File: config.mk
export PLATFORM = sky130hd
export DESIGN_NAME = nnd_isqrt
export DESIGN_NICKNAME = d
export VERILOG_FILES = /design/src/hdl/nnd_pkg.sv /design/src/hdl/nnd_isqrt.sv
export SDC_FILE = /design/constraint.sdc
export NUM_CORES = 1
export LEC_CHECK = 0
export ABC_AREA = 1
export BUFFER_PORTS_ARGS = -buffer_cell sky130_fd_sc_hd__clkbuf_2
export CORE_AREA = 2 2 117 119
export CTS_BUF_LIST = sky130_fd_sc_hd__clkbuf_4 sky130_fd_sc_hd__clkbuf_8
export DETAILED_ROUTE_END_ITERATION = 10
export DIE_AREA = 0 0 119 121
export PLACE_DENSITY = 0.77
export SYNTH_ARGS = -nofsm -noshare
export SYNTH_HDL_FRONTEND = slang
export SYNTH_SLANG_ARGS = --single-unit
File: constraint.sdc
create_clock -name i_clk -period 2.15 [get_ports i_clk]
set_input_delay 0.215 -clock i_clk [delete_from_list [all_inputs] [get_ports i_clk]]
set_output_delay 0.215 -clock i_clk [all_outputs]
set_load 0.03 [all_outputs]
File: src/hdl/nnd_pkg.sv
package nnd_pkg;

    localparam int CoordW = 16;
    localparam int DistSqW = 35;
    localparam int DistW = 17;
    localparam int IdxOutW = 6;

    typedef logic signed [CoordW-1:0] t_coord;

    typedef struct packed {
        t_coord z;
        t_coord y;
        t_coord x;
    } t_point;

    typedef struct packed {
        logic             overflowed;
        logic             too_few;
        logic             last;
        logic [IdxOutW-1:0] index;
    } t_res_tag;

    function automatic logic [2*CoordW+1:0] axis_sq(input t_coord a, input t_coord b);
        logic signed [CoordW:0] d;
        logic [CoordW:0] m;
        begin
            d = {a[CoordW-1], a} - {b[CoordW-1], b};
            m = d[CoordW] ? (~d + 1'b1) : d;
            axis_sq = m * m;
        end
    endfunction

endpackage

File: src/hdl/nnd_isqrt.sv
module nnd_isqrt (
    input  logic                          i_clk,
    input  logic                          i_rst_n,
    input  logic                          i_start,
    input  logic [nnd_pkg::DistSqW-1:0]   i_value,
    output logic                          o_busy,
    output logic                          o_done,
    output logic [nnd_pkg::DistW-1:0]     o_root
);

    localparam int Steps = (nnd_pkg::DistSqW + 1) / 2;
    localparam int RemW = nnd_pkg::DistSqW + 2;

    logic [2*Steps-1:0]       r_val;
    logic [RemW-1:0]          r_rem;
    logic [Steps-1:0]         r_root;
    logic [$clog2(Steps+1)-1:0] r_cnt;
    logic                     r_busy;
    logic                     r_done;

    logic [RemW-1:0] w_rem;
    logic [RemW-1:0] w_trial;

    assign w_rem   = {r_rem[RemW-3:0], r_val[2*Steps-1 -: 2]};
    assign w_trial = {{(RemW-Steps-2){1'b0}}, r_root, 2'b01};

    always_ff @(posedge i_clk) begin
        if (!i_rst_n) begin
            r_busy <= 1'b0;
            r_done <= 1'b0;
            r_cnt  <= '0;
        end else begin
            r_done <= 1'b0;
            if (i_start) begin
                r_busy <= 1'b1;
                r_cnt  <= $bits(r_cnt)'(Steps);
            end else if (r_busy) begin
                r_cnt <= r_cnt - 1'b1;
                if (r_cnt == $bits(r_cnt)'(1)) begin
                    r_busy <= 1'b0;
                    r_done <= 1'b1;
                end
            end
        end
    end

    always_ff @(posedge i_clk) begin
        if (i_start) begin
            r_val  <= (2*Steps)'(i_value);
            r_rem  <= '0;
            r_root <= '0;
        end else if (r_busy) begin
            r_val <= {r_val[2*Steps-3:0], 2'b00};
            if (w_rem >= w_trial) begin
                r_rem  <= w_rem - w_trial;
                r_root <= {r_root[Steps-2:0], 1'b1};
            end else begin
                r_rem  <= w_rem;
                r_root <= {r_root[Steps-2:0], 1'b0};
            end
        end
    end

    assign o_busy = r_busy;
    assign o_done = r_done;
    assign o_root = r_root[nnd_pkg::DistW-1:0];

endmodule

==> impl_metrics.yaml, run 1 <==
routing:
  postRouteAntennaNets: 0
  via_count: 5921
  routed_via_density: 5.05
  drt_drc_violations_left: 0
  dr.first_iter.drc_count: 466
  postRouteWirelength_um: 16500
  drt_first_pass_iters: 5
  wl_per_cell_um: 14.1
sta:
  rsz0062_at_grt: "yes"
  tightest_slew_ns: 0.810
  report.final.hold_viol_count: 0
  slew_viol_final: 0
  totalNegativeSetupSlack_ns: 0
  clock.fmax_mhz: 481
  finalSetupViolations: 0
  clock_skew_ns: 0.00911
  period_needed_ns: 2.08
  final_min_period_over_clock_period: 0.968
  slew_headroom: 0.459
pwr:
  vdd_drop_max_mv: 0.697
  clkPwrFrac: 0.101
  power_per_cell_area_nw_per_um2: 1580
  switchingPower_uw: 5960
  switching_share: 0.496
  power.share.sequential: 0.201
  p_comb_frac: 0.698
  p_leak_uw: 0.00368
  cellInternalPower_uw: 6060
die:
  design.die.area_sq_um: 14400
  floorplan.die.height_um: 121
  rows: 42
  starting_density: 0.459
  io-pin-count: 57
  die_boundary_width_um: 119
  core_region_area_sq_um: 13100
finish:
  post_route_cells_drive_above_1_share: 0.260
  filler_cell_count: 1173
  areaGrowthSynthToFinish_pct: 26.2
  antenna-diode-count: 0
  stdcell_area_sq_um: 7580
  multiInputGateArea_sq_um: 3540
  post-route-util: 0.580
  seqCellArea_sq_um: 2290
  post_layout_nonfiller_instances: 1172
  nets: 1051
global_route:
  grt_pass1_wl_um: 26400
  grt_remaining_overflow: 0
  combined_global_route_utilization_of_all_metal_layers: 0.233
  grt_antenna_before_repair: 0
  grt_start_max_net_pins: 58
  via_count_of_the_first_global_routing_pass: 5546
worst_hold_path:
  min_path_type: "in2reg"
  worst_hold_path.num_cells: 3
clock_tree:
  cts_sinks: 96
  cts_tree: "built"
  htree_num_levels: 3
  clock_path_buffers: 2
  clk_root_buffer_cell: "clkbuf_8"
  cts_made_buffers: 9
  cts.clk_slew.worst_paths_ns: 0.11
  clkLatencyLatePin_ns: 0.40
yosys:
  syn_avg_cell_area_sq_um: 6.79
  synth.yosys.warnings: 0
  synthDominantCellAreaShare: 0.214
  synthFlopType: "dfxtp_1"
  post_synth_most_frequent_cells: "nand2_1, inv_1, nor2_1"
  postSynthRegisterBits: 96
  synth_edf_count: 35
  synth.net_count: 946
  synth_top_area_cell: "nand2_1"
  yosys-top-cells-area: "nand2_1, dfxtp_1, edfxtp_1"
  yosysSeqAreaShare: 0.378
  postSynth.asyncResetShare: 0
  most_frequently_used_cell_type_in_the_post_synthesis_netlist: "nand2_1"
  synth.lib_cells_used.distinct: 40
  synth_area_sq_um: 6010
  syn_inst: 886
worst_setup_path:
  setup_crit_end: "r_rem[6]"
  timing.critical_path.from: "r_root[6]"
  timing.critical_path.to_type: "register"
  worstPathMaxFanout: 10
  worstPathArrival_ns: 2.41
  timing_worst_setup_path_type: "reg2reg"
  reg2reg_to: "r_rem[6]"
  worstSetupStartpointType: "register"
  timing.rr.start: "r_root[6]"
  timing.reg2reg.worst_path_depth: 17
  regToRegSetupSlack_ns: 0.07
  critical_path_required_ns: 2.48
placement:
  hpwl_um: 11500
  placement.cell_area_sq_um: 6780
  place_inst: 1143
  routability_driven_placement_congestion_ratio: 1.08
  io_buffers: 56
run:
  count_of_max_cap_constraint_violations: 0
status:
  run_status: "completed"
-- logic make-up (layout without fill, tap and decap cells) --
logic type | count (synthesis) | after routing | share of synthesized area
XOR/XNOR | 18 | 18 | 0.0262
buffers and inverters | 150 | 255 | 0.110
AND/OR/NAND/NOR | 506 | 511 | 0.352
adder cells (fa/ha/maj) | 22 | 22 | 0.0458
flip-flops | 96 | 96 | 0.378
AO/OA/AOI/OAI | 94 | 94 | 0.0882
-- state kept, by name, summed over array words and instances (netlist names) --
signal and count:
r_root 18, r_rem 35, o_done 1, r_cnt 5
r_val 36, o_busy 1
-- per-layer routing --
layer,part of all wire,track usage,vias to the layer above,routed length (um)
li1,-,-,3012,-
met1,0.43,0.287,2672,7150
met5,0,0,-,0
met2,0.47,0.397,191,7780
met4,0.033,0.0796,0,545
met3,0.064,0.0616,46,1060
-- power groups by stage --
| stage | logic [uW] | registers (uW) | clock network [uW] |
|---|---|---|---|
| finish | 8390 | 2420 | 1210 |
| global route | 9200 | 2450 | 1330 |
| CTS | 7520 | 2380 | 1250 |
| detailed placement | 6630 | 2400 | 0 |
| global placement | 6600 | 2400 | 0 |
| floorplan | 4530 | 2350 | 0 |
-- area by class of cell --
| class | instances | share of cell area |
|---|---|---|
| repair buffers | 130 | 0.123 |
| clock inverters | 7 | 0.00973 |
| inverters | 109 | 0.0539 |
| flip-flops and latches | 96 | 0.302 |
| multi-input cells | 645 | 0.467 |
| well taps | 176 | 0.0290 |
| clock buffers | 9 | 0.0163 |
-- timing repair --
action,CTS,global route
gates resized for setup,17,81
cloned,4,1
setup buffers,5,3
pin swaps,8,19
hold buffers,0,0
endpoints found under the setup margin,34,36
-- critical path, stage by stage (launching register included) --
cell     delay [ns]
dfxtp_2        0.34
inv_1          0.07
ha_4           0.26
nand2_1        0.07
nand2_1        0.08
inv_1          0.09
nand2_2        0.07
nand2_1        0.05
nand2_1        0.07
nand2_2        0.08
nand2_2        0.07
nor2_4         0.11
buf_12         0.17
buf_12         0.12
nand2_8        0.08
nand2_1        0.07
nand2_1        0.04
o21ai_1        0.16
-- worst min path at each step --
stage | startpoint | slack, ns | end
floorplan | i_rst_n | 0.35 | r_cnt[4]
global placement | r_rem[34] | 0.44 | r_rem[34]
detailed placement | r_rem[33] | 0.45 | r_rem[33]
CTS | i_rst_n | 0.04 | r_cnt[4]
global route | i_rst_n | 0.05 | r_cnt[4]
finish | i_rst_n | 0.06 | r_cnt[4]
-- through the flow --
| stage | power (uW) | hold WS, ns | setup slack, ns |
|---|---|---|---|
| after floorplan | 6880 | 0.346 | 0.145 |
| after global placement | 9000 | 0.442 | -0.0387 |
| after detailed placement | 9040 | 0.448 | -0.137 |
| after CTS | 11100 | 0.0411 | 0.00220 |
| after global routing | 13000 | 0.0527 | -0.0952 |
| final | 12000 | 0.0599 | 0.0691 |
-- placed cells by master, fill, tap and decap left out, types with 18 or more instances in the layout --
cell | netlist | routed
a21oi_1 | 27 | 21
buf_4 | 18 | 65
clkbuf_2 | 0 | 56
dfxtp_1 | 61 | 48
edfxtp_1 | 35 | 35
ha_4 | 0 | 18
inv_1 | 101 | 92
nand2_1 | 343 | 324
nand2_2 | 4 | 23
nand3_1 | 39 | 37
nor2_1 | 77 | 65
o21ai_0 | 23 | 19
o21ai_1 | 14 | 18
Note: power is estimated with default switching activity, not from simulation.
==> run 2, diff against run 1 <==
ABC_AREA = not set   (was 1)
CORE_AREA = 2 2 110 112   (was 2 2 117 119)
DIE_AREA = 0 0 112 114   (was 0 0 119 121)
==> run 2 against run 1 <==
Net effect: the flow now finishes with violations (setup timing); clock-buffer cell count up 1; die area down 11%; non-clock buffer count rose by 73; core utilization grew 5.3 points; critical path type unchanged; largest cell class unchanged.
==> impl_metrics.yaml, run 2 <==
die:
  core_region_area_sq_um: 11700
  design.die.area_sq_um: 12800
  io-pin-count: 57
  rows: 40
  floorplan.die.height_um: 114
  starting_density: 0.453
  die_boundary_width_um: 112
global_route:
  via_count_of_the_first_global_routing_pass: 4955
  grt_antenna_before_repair: 0
  grt_start_max_net_pins: 44
  combined_global_route_utilization_of_all_metal_layers: 0.221
  grt_pass1_wl_um: 22900
  grt_remaining_overflow: 0
sta:
  final.setup.worst_slack_ns: -0.921
  clock_skew_ns: 0.0179
  slew_headroom: 0.542
  slew_viol_final: 0
  clock.fmax_mhz: 326
  final_min_period_over_clock_period: 1.43
  tightest_slew_ns: 0.685
  fin_worst_hold_slack_ns: 0.0694
  totalNegativeSetupSlack_ns: -24.98
  report.final.hold_viol_count: 0
  period_needed_ns: 3.07
  finalSetupViolations: 36
  rsz0062_at_grt: "yes"
finish:
  layout_commonest_cell: "buf_4"
  biggestRegsByFlops: "r_val (36), r_rem (35), r_root (18)"
  nets: 786
  post_route_cells_drive_above_1_share: 0.436
  final_cell_mix: "buf_4, nor2_1, dfxtp_1"
  filler_cell_count: 877
  post-route-util: 0.633
  largest_register: "r_val"
  largest_register_ff_count: 36
  antenna-diode-count: 0
  areaGrowthSynthToFinish_pct: 39.6
  post_layout_nonfiller_instances: 878
clock_tree:
  cts.clk_slew.worst_paths_ns: 0.11
  cts_sinks: 96
  cts_made_buffers: 9
  cts-hold-fix-buffers: 0
  clock_path_buffers: 2
  clk_root_buffer_cell: "clkbuf_8"
  htree_num_levels: 3
  cts_tree: "built"
  clkLatencyLatePin_ns: 0.39
yosys:
  syn_inst: 555
  yosysSeqAreaShare: 0.428
  synth_edf_count: 35
  postSynthRegisterBits: 96
  synth_area_sq_um: 5310
  most_frequently_used_cell_type_in_the_post_synthesis_netlist: "nor2_1"
  synth.lib_cells_used.distinct: 57
  synthDominantCellAreaShare: 0.230
  postSynth.asyncResetShare: 0
  yosys-top-cells-area: "dfxtp_1, edfxtp_1, mux2_2"
  syn_avg_cell_area_sq_um: 9.57
  synthFlopType: "dfxtp_1"
  synth_top_area_cell: "dfxtp_1"
  synth.yosys.warnings: 0
  post_synth_most_frequent_cells: "nor2_1, dfxtp_1, edfxtp_1"
  synth.net_count: 615
routing:
  wl_per_cell_um: 16.8
  postRouteAntennaNets: 0
  drt_first_pass_iters: 4
  postRouteWirelength_um: 14700
  dr.first_iter.drc_count: 337
  via_count: 4888
  drt_drc_violations_left: 0
  routed_via_density: 5.57
worst_setup_path:
  timing.critical_path.to_type: "register"
  crit_path_cell_trace: "inv_1 -> ha_1 -> nor2b_1 -> o211ai_1 -> nand4b_1 -> a41oi_2 -> o21bai_1 -> a2111o_1 -> or4_1 -> a311oi_1"
  crit_slowest_cell: "a2111o_1"
  worstPathMaxFanout: 7
  regToRegSetupSlack_ns: -0.92
  max_stage_delay_ns: 0.53
  worstPathArrival_ns: 3.38
  worstSetupStartpointType: "register"
  critical_path_required_ns: 2.46
  timing_worst_setup_path_type: "reg2reg"
run:
  count_of_max_cap_constraint_violations: 0
placement:
  io_buffers: 56
  routability_driven_placement_congestion_ratio: 0.859
  hpwl_um: 8750
  place_inst: 837
pwr:
  p_leak_uw: 0.00310
  vdd_drop_max_mv: 0.558
  power_per_cell_area_nw_per_um2: 888
worst_hold_path:
  min_path_type: "in2reg"
status:
  run_status: "complete, but fails checks"
  violations: "setup timing"
==> run 2: where the power goes <==
part	switching (uW)	internal (uW)
clock network	710	572
registers	93.1	2070
logic	1560	1580
==> run 2: final cells by class <==
type / instances / area (sq um) / share of cell area
Multi-Input combinational cell: 390 / 3120 / 0.421
Sequential cell: 96 / 2280 / 0.307
Timing Repair Buffer: 203 / 1530 / 0.206
Tap cell: 147 / 184 / 0.0248
Clock buffer: 10 / 131 / 0.0177
Inverter: 26 / 97.6 / 0.0132
Clock inverter: 6 / 76.3 / 0.0103
==> run 2: path summary, 6_finish.rpt <==
check                               start   endpoint  cells past startpoint
worst max register to register  r_val[34]  r_rem[22]                     10
worst max-delay path            r_val[34]  r_rem[22]                     10
worst min register to register  r_rem[33]  r_rem[33]                      2
worst min-delay path              i_rst_n   r_cnt[4]                      2
==> run 2: routing by layer <==
| layer | global-route usage | vias to the layer above | routed length [um] |
|---|---|---|---|
| li1 | - | 2318 | - |
| met1 | 0.247 | 2355 | 5850 |
| met2 | 0.394 | 162 | 7430 |
| met3 | 0.0563 | 53 | 862 |
| met4 | 0.105 | 0 | 588 |
| met5 | 0 | - | 0 |
==> run 2: worst max-delay path, delay by kind of cell (launching register included) <==
kind	cells	cell delay, ns
AOI/OAI and AO/OA	5	1.44
and+or+nand+nor	3	0.74
DFF	1	0.46
adders and majority gates	1	0.22
buffers and inverters	1	0.14
==> run 2: cell families after synthesis <==
group | synth area share
xor+xnor | 0.0478
simple gates | 0.161
fa+ha+maj | 0.0518
flops | 0.428
buf+inv | 0.0627
compound gates | 0.136
mux | 0.113
==> run 2: through the flow <==
stage	area [sq um]	power [uW]	setup WS, ns
global route	7410	6890	-1.06
finish	7410	6580	-0.921
global placement	6510	4470	-0.776
CTS	7160	6210	-0.847
detailed placement	6510	4540	-0.872
floorplan	5370	3640	-0.689
==> run 2: timing repair <==
item,in CTS,in global routing
setup buffers,14,13
pin swaps,38,22
endpoints found under the hold margin,0,0
gates resized for setup,68,44
cloned,2,0
endpoints found under the setup margin,36,36
